--- src/design/md4_pkg.sv ---
`timescale 1ns / 1ps
// ----------------------------------------------------------------------------
// md4_pkg
// Shared types, constants and round tables for the MD4 digest block.
// ----------------------------------------------------------------------------
package md4_pkg;

  // initial chaining vector
  localparam logic [31:0] IV_A = 32'h67452301;
  localparam logic [31:0] IV_B = 32'hEFCDAB89;
  localparam logic [31:0] IV_C = 32'h98BADCFE;
  localparam logic [31:0] IV_D = 32'h10325476;

  // additive constants of the second and third pass
  localparam logic [31:0] K_G = 32'h5A827999;
  localparam logic [31:0] K_H = 32'h6ED9EBA1;

  // padding marker byte and block geometry
  localparam logic [7:0] PAD_MARK  = 8'h80;
  localparam logic [5:0] POS_LAST  = 6'h3F;
  localparam logic [2:0] LEN_SLOT  = 3'd7;   // pos[5:3] of the length field
  localparam logic [5:0] RND_LAST  = 6'd48;  // sequencer step of the last round
  localparam logic [5:0] FOLD_STEP = 6'd49;  // sequencer step of the chain add

  // byte source for a buffer write
  typedef enum logic [1:0] {
    SRC_IN   = 2'd0,
    SRC_MARK = 2'd1,
    SRC_ZERO = 2'd2,
    SRC_LEN  = 2'd3
  } src_t;

  // controller to datapath commands
  typedef struct packed {
    logic       wr;        // write one byte at the position, advance it
    src_t       src;
    logic       add_byte;  // count one message byte
    logic       load;      // working words from chaining words
    logic       rd_en;     // read one message word
    logic [3:0] rd_word;
    logic       rnd_en;    // run one round on the read word
    logic [5:0] rnd;
    logic       fold;      // add working words into chaining words
    logic       latch;     // copy digest out, restart the message
    logic [1:0] out_idx;
  } cmd_t;

  // datapath to controller status
  typedef struct packed {
    logic [5:0] pos;
  } sts_t;

  // message word used by a round
  function automatic logic [3:0] word_order(input logic [5:0] rnd);
    logic [3:0] i;
    i = rnd[3:0];
    case (rnd[5:4])
      2'd0:    word_order = i;
      2'd1:    word_order = {i[1:0], i[3:2]};
      2'd2:    word_order = {i[0], i[1], i[2], i[3]};
      default: word_order = 4'd0;
    endcase
  endfunction

  // left rotate amount of a round
  function automatic logic [4:0] rot_amt(input logic [5:0] rnd);
    case ({rnd[5:4], rnd[1:0]})
      4'b0000: rot_amt = 5'd3;
      4'b0001: rot_amt = 5'd7;
      4'b0010: rot_amt = 5'd11;
      4'b0011: rot_amt = 5'd19;
      4'b0100: rot_amt = 5'd3;
      4'b0101: rot_amt = 5'd5;
      4'b0110: rot_amt = 5'd9;
      4'b0111: rot_amt = 5'd13;
      4'b1000: rot_amt = 5'd3;
      4'b1001: rot_amt = 5'd9;
      4'b1010: rot_amt = 5'd11;
      4'b1011: rot_amt = 5'd15;
      default: rot_amt = 5'd0;
    endcase
  endfunction

endpackage

--- src/design/md4_dp.sv ---
`timescale 1ns / 1ps
// ----------------------------------------------------------------------------
// md4_dp
// Datapath: block buffer, byte position, byte count, round unit,
// chaining words and digest holding registers.
// ----------------------------------------------------------------------------
module md4_dp (
  input  logic          clk,
  input  logic          rst_n,
  input  md4_pkg::cmd_t cmd,
  output md4_pkg::sts_t sts,
  input  logic [7:0]    in_data_byte,
  output logic [31:0]   out_digest_word
);

  logic [31:0] buf_mem [16];
  logic [31:0] rdata_r;
  logic [5:0]  pos_r;
  logic [60:0] byte_cnt_r;
  logic [31:0] chain_r [4];
  logic [31:0] dig_r [4];
  logic [31:0] a_r, b_r, c_r, d_r;

  logic [7:0]  wr_byte;
  logic [63:0] len_bits;
  logic [31:0] f_val;
  logic [31:0] k_val;
  logic [31:0] sum;
  logic [63:0] dbl;
  logic [31:0] t_val;

  // byte to store
  assign len_bits = {byte_cnt_r, 3'b000};
  always_comb begin
    case (cmd.src)
      md4_pkg::SRC_IN:   wr_byte = in_data_byte;
      md4_pkg::SRC_MARK: wr_byte = md4_pkg::PAD_MARK;
      md4_pkg::SRC_LEN:  wr_byte = len_bits[8*pos_r[2:0] +: 8];
      default:           wr_byte = 8'h00;
    endcase
  end

  // block buffer, byte write and registered word read
  always_ff @(posedge clk) begin
    if (cmd.wr) begin
      buf_mem[pos_r[5:2]][8*pos_r[1:0] +: 8] <= wr_byte;
    end
    if (cmd.rd_en) begin
      rdata_r <= buf_mem[cmd.rd_word];
    end
  end

  // round function
  always_comb begin
    case (cmd.rnd[5:4])
      2'd0: begin
        f_val = (b_r & c_r) | (~b_r & d_r);
        k_val = 32'h0;
      end
      2'd1: begin
        f_val = (b_r & c_r) | (b_r & d_r) | (c_r & d_r);
        k_val = md4_pkg::K_G;
      end
      default: begin
        f_val = b_r ^ c_r ^ d_r;
        k_val = md4_pkg::K_H;
      end
    endcase
    sum   = a_r + f_val + k_val + rdata_r;
    dbl   = {sum, sum} << md4_pkg::rot_amt(cmd.rnd);
    t_val = dbl[63:32];
  end

  // working words
  always_ff @(posedge clk) begin
    if (cmd.load) begin
      a_r <= chain_r[0];
      b_r <= chain_r[1];
      c_r <= chain_r[2];
      d_r <= chain_r[3];
    end else if (cmd.rnd_en) begin
      a_r <= d_r;
      d_r <= c_r;
      c_r <= b_r;
      b_r <= t_val;
    end
  end

  // position, byte count and chaining words
  always_ff @(posedge clk) begin
    if (!rst_n) begin
      pos_r      <= '0;
      byte_cnt_r <= '0;
      chain_r[0] <= md4_pkg::IV_A;
      chain_r[1] <= md4_pkg::IV_B;
      chain_r[2] <= md4_pkg::IV_C;
      chain_r[3] <= md4_pkg::IV_D;
    end else begin
      if (cmd.wr) begin
        pos_r <= pos_r + 6'd1;
      end
      if (cmd.add_byte) begin
        byte_cnt_r <= byte_cnt_r + 61'd1;
      end
      if (cmd.fold) begin
        chain_r[0] <= chain_r[0] + a_r;
        chain_r[1] <= chain_r[1] + b_r;
        chain_r[2] <= chain_r[2] + c_r;
        chain_r[3] <= chain_r[3] + d_r;
      end
      if (cmd.latch) begin
        pos_r      <= '0;
        byte_cnt_r <= '0;
        chain_r[0] <= md4_pkg::IV_A;
        chain_r[1] <= md4_pkg::IV_B;
        chain_r[2] <= md4_pkg::IV_C;
        chain_r[3] <= md4_pkg::IV_D;
      end
    end
  end

  // digest holding registers
  always_ff @(posedge clk) begin
    if (cmd.latch) begin
      dig_r <= chain_r;
    end
  end

  assign out_digest_word = dig_r[cmd.out_idx];
  assign sts.pos         = pos_r;

endmodule

--- src/design/md4_ctrl.sv ---
`timescale 1ns / 1ps
// ----------------------------------------------------------------------------
// md4_ctrl
// Controller: byte intake, padding sequence, round sequencer and the
// result channel handshake.
// ----------------------------------------------------------------------------
module md4_ctrl (
  input  logic          clk,
  input  logic          rst_n,
  input  logic          in_valid,
  output logic          in_ready,
  input  logic          in_byte_valid,
  input  logic          in_is_last,
  output logic          out_valid,
  input  logic          out_ready,
  output logic [1:0]    out_word_index,
  output logic          out_is_last_word,
  output md4_pkg::cmd_t cmd,
  input  md4_pkg::sts_t sts
);

  typedef enum logic [1:0] {
    S_IDLE,
    S_PAD,
    S_COMP,
    S_FIN
  } state_t;

  typedef enum logic [1:0] {
    RET_IDLE,
    RET_PAD,
    RET_FIN
  } ret_t;

  state_t     state_r, state_nxt;
  ret_t       ret_r, ret_nxt;
  logic [5:0] cnt_r, cnt_nxt;
  logic       mark_r, mark_nxt;
  logic       len_ok_r, len_ok_nxt;
  logic       out_valid_r, out_valid_nxt;
  logic [1:0] out_idx_r, out_idx_nxt;
  logic       in_acc;
  logic       len_slot;

  assign in_ready = (state_r == S_IDLE);
  assign in_acc   = in_valid && in_ready;
  assign len_slot = (sts.pos[5:3] == md4_pkg::LEN_SLOT);

  // next state and commands
  always_comb begin
    state_nxt     = state_r;
    ret_nxt       = ret_r;
    cnt_nxt       = cnt_r;
    mark_nxt      = mark_r;
    len_ok_nxt    = len_ok_r;
    out_valid_nxt = out_valid_r;
    out_idx_nxt   = out_idx_r;
    cmd           = '0;
    cmd.out_idx   = out_idx_r;

    // result request drain
    if (out_valid_r && out_ready) begin
      if (out_idx_r == 2'd3) begin
        out_valid_nxt = 1'b0;
      end else begin
        out_idx_nxt = out_idx_r + 2'd1;
      end
    end

    case (state_r)
      S_IDLE: begin
        mark_nxt   = 1'b0;
        len_ok_nxt = 1'b0;
        cnt_nxt    = '0;
        if (in_acc) begin
          if (in_byte_valid) begin
            cmd.wr       = 1'b1;
            cmd.src      = md4_pkg::SRC_IN;
            cmd.add_byte = 1'b1;
            if (sts.pos == md4_pkg::POS_LAST) begin
              state_nxt = S_COMP;
              ret_nxt   = in_is_last ? RET_PAD : RET_IDLE;
            end else if (in_is_last) begin
              state_nxt = S_PAD;
            end
          end else if (in_is_last) begin
            state_nxt = S_PAD;
          end
        end
      end

      // one padding byte per cycle
      S_PAD: begin
        cmd.wr = 1'b1;
        if (!mark_r) begin
          cmd.src    = md4_pkg::SRC_MARK;
          mark_nxt   = 1'b1;
          len_ok_nxt = !len_slot;
        end else if (len_ok_r && len_slot) begin
          cmd.src = md4_pkg::SRC_LEN;
        end else begin
          cmd.src = md4_pkg::SRC_ZERO;
        end
        if (sts.pos == md4_pkg::POS_LAST) begin
          state_nxt  = S_COMP;
          cnt_nxt    = '0;
          len_ok_nxt = 1'b1;
          ret_nxt    = (cmd.src == md4_pkg::SRC_LEN) ? RET_FIN : RET_PAD;
        end
      end

      // load, 48 rounds with word prefetch, chain add
      S_COMP: begin
        cmd.load    = (cnt_r == 6'd0);
        cmd.rd_en   = (cnt_r < md4_pkg::RND_LAST);
        cmd.rd_word = md4_pkg::word_order(cnt_r);
        cmd.rnd_en  = (cnt_r != 6'd0) && (cnt_r <= md4_pkg::RND_LAST);
        cmd.rnd     = cnt_r - 6'd1;
        cnt_nxt     = cnt_r + 6'd1;
        if (cnt_r == md4_pkg::FOLD_STEP) begin
          cmd.fold = 1'b1;
          cnt_nxt  = '0;
          case (ret_r)
            RET_PAD: state_nxt = S_PAD;
            RET_FIN: state_nxt = S_FIN;
            default: state_nxt = S_IDLE;
          endcase
        end
      end

      // hand the digest over once the result channel is free
      S_FIN: begin
        if (!out_valid_r) begin
          cmd.latch     = 1'b1;
          out_valid_nxt = 1'b1;
          out_idx_nxt   = 2'd0;
          state_nxt     = S_IDLE;
        end
      end

      default: begin
        state_nxt = S_IDLE;
      end
    endcase
  end

  // state and registered outputs
  always_ff @(posedge clk) begin
    if (!rst_n) begin
      state_r     <= S_IDLE;
      ret_r       <= RET_IDLE;
      cnt_r       <= '0;
      mark_r      <= 1'b0;
      len_ok_r    <= 1'b0;
      out_valid_r <= 1'b0;
      out_idx_r   <= '0;
    end else begin
      state_r     <= state_nxt;
      ret_r       <= ret_nxt;
      cnt_r       <= cnt_nxt;
      mark_r      <= mark_nxt;
      len_ok_r    <= len_ok_nxt;
      out_valid_r <= out_valid_nxt;
      out_idx_r   <= out_idx_nxt;
    end
  end

  assign out_valid        = out_valid_r;
  assign out_word_index   = out_idx_r;
  assign out_is_last_word = (out_idx_r == 2'd3);

endmodule

--- src/design/md4_message_digest.sv ---
`timescale 1ns / 1ps
// ----------------------------------------------------------------------------
// md4_message_digest
// MD4 digest of a byte stream, four 32-bit words A..D per message.
// ----------------------------------------------------------------------------
//  channel  handshake           payload
//  in_      in_valid/in_ready   in_data_byte, in_byte_valid, in_is_last
//  out_     out_valid/out_ready out_digest_word, out_word_index,
//                               out_is_last_word
//
//  one request per cycle while a block fills; the 64th byte of a block
//  holds in_ready low for the load, 48 rounds and chain add
//  a closing request writes padding one byte per cycle up to the next
//  block end (9 to 72 bytes), pausing for the load, rounds and chain add
//  of each padded block, then moves the digest to the result registers
//  the digest drains while the next message streams in; a second digest
//  waits until the previous one is fully taken
//  synchronous reset restores the initial vector and clears all counters
// ----------------------------------------------------------------------------
module md4_message_digest (
  input  logic        clk,
  input  logic        rst_n,
  input  logic        in_valid,
  output logic        in_ready,
  input  logic [7:0]  in_data_byte,
  input  logic        in_byte_valid,
  input  logic        in_is_last,
  output logic        out_valid,
  input  logic        out_ready,
  output logic [31:0] out_digest_word,
  output logic [1:0]  out_word_index,
  output logic        out_is_last_word
);

  md4_pkg::cmd_t cmd;
  md4_pkg::sts_t sts;

  // sequencer
  md4_ctrl u_ctrl (
    .clk              (clk),
    .rst_n            (rst_n),
    .in_valid         (in_valid),
    .in_ready         (in_ready),
    .in_byte_valid    (in_byte_valid),
    .in_is_last       (in_is_last),
    .out_valid        (out_valid),
    .out_ready        (out_ready),
    .out_word_index   (out_word_index),
    .out_is_last_word (out_is_last_word),
    .cmd              (cmd),
    .sts              (sts)
  );

  // buffer and round unit
  md4_dp u_dp (
    .clk             (clk),
    .rst_n           (rst_n),
    .cmd             (cmd),
    .sts             (sts),
    .in_data_byte    (in_data_byte),
    .out_digest_word (out_digest_word)
  );

endmodule

--- config.mk ---
export PLATFORM = sky130hd
export DESIGN_NAME = md4_message_digest
export DESIGN_NICKNAME = d
export VERILOG_FILES = /design/src/design/md4_pkg.sv /design/src/design/md4_dp.sv /design/src/design/md4_ctrl.sv /design/src/design/md4_message_digest.sv
export SDC_FILE = /design/constraint.sdc
export NUM_CORES = 2
export LEC_CHECK = 0
export BUFFER_PORTS_ARGS = -buffer_cell sky130_fd_sc_hd__buf_2
export CAP_MARGIN = 10
export CORE_AREA = 8 8 395 493
export CTS_CLUSTER_SIZE = 28
export DETAILED_ROUTE_END_ITERATION = 16
export DIE_AREA = 0 0 403 501
export PLACE_DENSITY_LB_ADDON = 0.2
export SLEW_MARGIN = 10
export SYNTH_ARGS = -nofsm -noshare
export SYNTH_HDL_FRONTEND = slang
export SYNTH_SLANG_ARGS = --single-unit
--- constraint.sdc ---
create_clock -name clk -period 17.29 [get_ports clk]
set_clock_uncertainty 0.15 [all_clocks]
set_input_delay 1.729 -clock clk [delete_from_list [all_inputs] [get_ports clk]]
set_output_delay 1.729 -clock clk [all_outputs]
set_load 0.02 [all_outputs]
Word-level counts from Yosys, hierarchy flattened
Memory sizes are Yosys's and may differ from the RTL's. A register that Yosys moved wholly into a read port is not among the register bits.
Cells that the tools add are included.
Cells by class
  magnitude comparators: 3
  bitwise logic cells: 12
  reduce and logical (&&, ||, !) cells: 19
  equal/unequal tests: 22
  muxes and demuxes: 59
  shift operators: 4
  add/subtract/negate cells: 13
Operator list (count)
  $mux W32: 11
  $add A32 B32 Y32: 6
  $and A32 B32 Y32: 4
  $or A32 B32 Y32: 3
  $bmux W32 S2: 1
  $pmux W32 S2: 1
  $shiftx A64 B7 Y8: 1
  $shl A64 B5 Y64: 1
  $xor A32 B32 Y32: 2
  $pmux W31 S2: 1
  $add A61 B1 Y61 const B: 1
  $mux W2: 18
  $neg A5 Y34: 1
  $shift A8 B34 Y32 const A: 1
  $shiftx A8 B34 Y32: 1
  $add A32 B31 Y32: 1
  $not A32 Y32: 1
  $pmux W8 S3: 1
  $pmux W6 S3: 1
  $eq A2 B2 Y1 const B: 7
  $mux W14: 1
  $mux W1: 13
  $add A6 B1 Y6 const B: 2
  $eq A6 B6 Y1 const B: 2
  30 further kinds: 50
Storage, ports and cells
  memories: 2
  output and inout bits: 37
  bits of input ports: 14
  register bits: 466
  ROM bits: 80
  logic and storage cells: 155
  RAM bits: 512
Memory list
  u_dp.buf_mem: words 16, bits a word 32, read ports 1, clocked after memory_dff 1, write ports 1, line md4_dp.sv:16  | logic [31:0] buf_mem [16];
  (no name shown): words 16, bits a word 5, read ports 1, clocked after memory_dff 0, write ports 0, line md4_pkg.sv:67  | case ({rnd[5:4], rnd[1:0]})

Longest topological paths before layout
  word-level depth: 11
  mapped depth: 29
  mapped depth without buffers: 25

By module
From an unflattened synthesis, not the netlist that was laid out.
Second synthesis, totals
  cell total of the unflattened synthesis: 4376
  area, all modules: 52704.3 um^2
Modules (own cells, without submodules)
  md4_dp: instances 1, area an instance 51567.0 um^2, sequential area each 27926.8 um^2, cells each 4217
  md4_ctrl: instances 1, area an instance 1137.3 um^2, sequential area each 300.3 um^2, cells each 159

Worst setup path after synthesis
OpenSTA, ideal clock, no wires.
  kind: flip-flop to flip-flop
  from: register u_ctrl.cnt_r[0]
  to: register u_dp.a_r[0], enable pin
  path slack: 6.111 ns
  required time: 16.348 ns
  data arrival time: 10.237 ns
  period minus slack after synthesis: 11.179 ns
  cell stages (with the launch flop): 7
  buffers on the path: 2
  library setup time: 0.792 ns
  path through: dfxtp_1 buf_2 inv_1 ha_1 or3b_1 buf_4 o21ai_0
Between the ends
  longest elaborated chain between the ends: 4
  elaborated cells between the ends (all ways): 6
  those cells by class: order compare: 1; mux: 1; reduce/logical: 4
Ends and longest elaborated chain
  from (decl): line md4_ctrl.sv:37  | logic [5:0] cnt_r, cnt_nxt;
  from (signal assigned): line md4_ctrl.sv:160  | cnt_r <= cnt_nxt;
  $le A6 B6 Y1 / $reduce_bool A6 Y1 (equally long branches): line md4_ctrl.sv:117  | cmd.rnd_en = (cnt_r != 6'd0) && (cnt_r <= md4_pkg::RND_LAST);
  $logic_and A1 B1 Y1: line md4_ctrl.sv:117
  $mux W14 (*): line md4_ctrl.sv:70  | case (state_r)
  $reduce_bool A2 Y1 (no source line) (*)
  to (signal assigned): line md4_dp.sv:77  | a_r <= chain_r[0];
  to (signal assigned): line md4_dp.sv:82  | a_r <= d_r;
  to (decl): line md4_dp.sv:22  | logic [31:0] a_r, b_r, c_r, d_r;
Every way passes the cells marked *; elsewhere a longest branch is shown, timed or not.
A chain may end at the register's enable or synchronous reset.

Final worst setup path
  from: register u_ctrl.cnt_r[0]
  to: register u_dp.b_r[8] (data pin)
Between the ends
  longest elaborated chain between the ends: 10
  elaborated cells between the ends (all ways): 14
  those cells by class: add/sub: 4; eq/ne: 1; shift: 1; mux: 5; reduce/logical: 2; memory: 1
Ends and longest elaborated chain
  $sub A6 B1 Y6: line md4_ctrl.sv:118  | cmd.rnd = cnt_r - 6'd1;
  $mux W14 (*): line md4_ctrl.sv:70
  $eq A2 B1 Y1 / $logic_not A2 Y1 (equally long branches): line md4_dp.sv:55  | case (cmd.rnd[5:4])
  $pmux W32 S2: line md4_dp.sv:55
  $add A32 B32 Y32: line md4_dp.sv:69  | sum = a_r + f_val + k_val + rdata_r;
  $add A32 B31 Y32: line md4_dp.sv:69
  $add A32 B32 Y32: line md4_dp.sv:69
  $shl A64 B5 Y64: line md4_dp.sv:70  | dbl = {sum, sum} << md4_pkg::rot_amt(cmd.rnd);
  $mux W32: line md4_dp.sv:81  | end else if (cmd.rnd_en) begin
  $mux W32 (*): line md4_dp.sv:76  | if (cmd.load) begin
  to (signal assigned): line md4_dp.sv:78  | b_r <= chain_r[1];
  to (signal assigned): line md4_dp.sv:85  | b_r <= t_val;
  to (decl): line md4_dp.sv:22
Every way passes the cells marked *; elsewhere a longest branch is shown, timed or not. The select of a mux whose other input is x is not followed.

==> results.yml <==
status:
  status: "completed"
logic_synthesis:
  synth_top_area_share_pct: 44.6
  synth.area.top_cells: "edfxtp_1 (45%), dfxtp_1 (7.8%), nand2_1 (5.5%), nor2_1 (5.0%), ha_1 (4.2%)"
  synth_nets: 5552
  synth.largest_area_cell: "edfxtp_1"
  synth_area_sq_um: 53900
  syn_area_per_cell_sq_um: 10.2
  synth_edf_count: 800
  synth_cells: 5274
  ys_types: 123
  synth-seq-cells: 1010
  synthArstFlopShare_pct: 0
  yosysSeqAreaShare_pct: 52.4
  yosys_warnings: 0
  synth_ff_type: "edfxtp_1"
sta:
  finalCriticalPeriod_ps: 7800
  relSlewSlack_pct: 19.2
  maxSlewViolCount: 0
  rsz0062_at_grt: "false"
  tightest_slew_ps: 1200
  fin_crit_sh_pct: 45.1
  finalHoldViolCount: 0
  tns_ps: 0
  setup_viol: 0
  fmax_mhz: 128
finish:
  utilization_pct: 32.2
  drive_gt1_share_pct: 8.16
  fillerInstances: 19200
  layout_common_cells: "edfxtp_1 (800), nand2_1 (784), nor2_1 (715)"
  final_common_cell: "edfxtp_1"
  nNetsFinal: 5500
  syn_to_final_growth_pct: 12.0
clocking:
  worstSkewPairLatency_ps: 780
  cts_tree: "yes"
  clk_pin_slew_worst_paths_ps: 70
  htree_levels: 3
  ctsResizeCount: 0
  hold_buffers: 0
  root_buffer: "clkbuf_16"
  cts_buffers: 112
  postCtsSetupBuffers: 0
  cts_sinks: 1010
  ctsLongestPathBuffers: 3
place:
  gp_congestion: 0.878
  hpwl_um: 120000
  numPortBuffers: 50
global_route:
  grt_max_degree: 169
  grt.overflow.total: 0
  grt_pass1_vias: 39600
  grt_usage_pct: 16.8
  antenna_found_initial: 4
  grt_first_pass_wirelength_um: 260000
drt:
  first_pass_iters: 5
  wl_per_cell_um: 22.4
  wirelength_um: 174000
  vias: 39800
  drt_iter0_drc: 2579
  route.detailed.drc: 0
  vias_per_cell: 5.13
  ant_nets: 0
critical_path:
  reg2reg_depth: 22
  critPathRequiredTime_ps: 17630
  worstPathMaxFanout: 35
  crit_slowest_cell: "fa_1"
  r2r-end: "u_dp.b_r[8]"
  startpoint_type: "flip-flop"
  crit_type: "reg2reg"
  max_stage_delay_ps: 660
  cpMostUsedCell: "inv_1"
  crit-reg2reg-launch: "u_ctrl.cnt_r[0]"
  end_kind: "flip-flop"
  cp_cell_sequence: "inv_1, ha_1, or3b_1, o21ai_1, a21oi_4, buf_4, inv_1, fa_1, inv_1, fa_1, ha_1, a21oi_4, o21a_4, nor3_2, o211a_1, or3_4, a311oi_4, xor2_2, o311ai_1, o21ai_1, o221a_1, a221o_1"
  rrSetupSlack_ps: 9490
  cp.arrival_ps: 8140
  path_buf_inv: 4
  crit_family: "compound AO/OA/AOI/OAI gates"
flow_run:
  drv_cap: 0
power_and_ir_drop:
  ir_worst_vdd_uv: 126
  power_density_nw_per_um2: 170
  p_leak_uw: 0.0223
  finalPower_uw: 10300
die:
  core_area_sq_um: 187000
  ios: 51
  die_area_sq_um: 202000
  start_util_pct: 28.8
  die_w_um: 403
  fp.dieH_um: 501
  floorplan.rows: 178
min_path:
  min_to: "u_dp.chain_r[11]"
  hold_start: "u_dp.chain_r[11]"
  hp-class: "reg2reg"
  holdPathStages: 2
## Yosys cell counts (35+ instances only)
library cell	number
o21a_1	46
xor2_1	76
inv_1	185
fa_1	82
mux4_2	44
a21o_1	59
nand2_1	788
edfxtp_1	800
mux2i_1	56
clkbuf_1	224
nor2_1	718
o21ai_0	229
o211ai_1	79
a21oi_1	332
xnor2_1	85
a31oi_1	58
nor3_1	195
ha_1	182
dfxtp_1	210
a211oi_1	51
nand3_1	148
o22ai_1	35
## area by class of cell
| cell class | instances | area (sq um) | area share, % |
|---|---|---|---|
| Antenna cell | 2 | 5.00 | 0.00830 |
| Clock buffer | 164 | 3050 | 5.05 |
| Clock inverter | 49 | 566 | 0.937 |
| Inverter | 185 | 699 | 1.16 |
| Multi-Input combinational cell | 3784 | 23800 | 39.5 |
| Sequential cell | 1010 | 28200 | 46.8 |
| Tap cell | 2430 | 3040 | 5.04 |
| Timing Repair Buffer | 129 | 893 | 1.48 |
## worst min-delay path, cell delays in order (launching register included)
cell,delay [ps]
dfxtp_1,330
nand2_1,60
a21oi_1,50
## layer usage
layer	global-route usage [%]	wire length, um
met1	20.8	73800
met2	30.0	87600
met3	1.96	6530
met4	5.76	5870
met5	0	13
## state kept, by name, indices dropped and copies added, names as in the netlist, 6 cells and up
name / flops
u_dp.d_r: 32
u_dp.b_r: 32
u_dp.byte_cnt_r: 61
u_dp.rdata_r: 32
u_dp.sts: 6
u_dp.c_r: 32
u_dp.dig_r: 128
u_ctrl.cnt_r: 6
u_dp.chain_r: 128
u_dp.a_r: 32
u_dp.buf_mem: 512
## cells by family (layout without fill, tap and decap cells)
logic type / Yosys count / after routing / synth area share, %
fa+ha+maj: 264 / 264 / 7.28
simple gates: 2087 / 2087 / 16.8
compound gates: 1154 / 1154 / 13.9
mux: 116 / 116 / 3.25
flops: 1010 / 1010 / 52.4
other cells: 0 / 2 / 0
xor+xnor: 163 / 163 / 2.70
buf+inv: 480 / 527 / 3.57
## worst max path at each step
stage,start,to,slack (ps),cells after the start
after floorplan,u_ctrl.cnt_r[0],u_dp.a_r[0],6110,6
after global placement,u_ctrl.cnt_r[0],u_dp.b_r[8],9680,22
after detailed placement,u_ctrl.cnt_r[0],u_dp.b_r[0],9550,22
after global routing,u_ctrl.cnt_r[0],u_dp.b_r[8],9110,22
after CTS,u_ctrl.cnt_r[0],u_dp.b_r[8],9530,22
final,u_ctrl.cnt_r[0],u_dp.b_r[8],9490,22
## where the power goes
| group | total [uW] | switching (uW) | internal [uW] |
|---|---|---|---|
| clock network | 2370 | 1050 | 1320 |
| registers | 3070 | 206 | 2860 |
| logic | 4830 | 3030 | 1800 |
## through the flow
stage / instances / setup slack [ps] / hold slack (ps) / instance area (sq um)
2_1_floorplan: 5274 / 6110 / 289 / 53900
3_3_place_gp: 7538 / 9680 / 326 / 56700
3_5_place_dp: 7538 / 9550 / 337 / 56700
4_1_cts: 7751 / 9530 / 345 / 60300
5_1_grt: 7752 / 9110 / 368 / 60300
6_report: 7753 / 9490 / 338 / 60300
No activity file was read; power rests on OpenSTA's default activity.
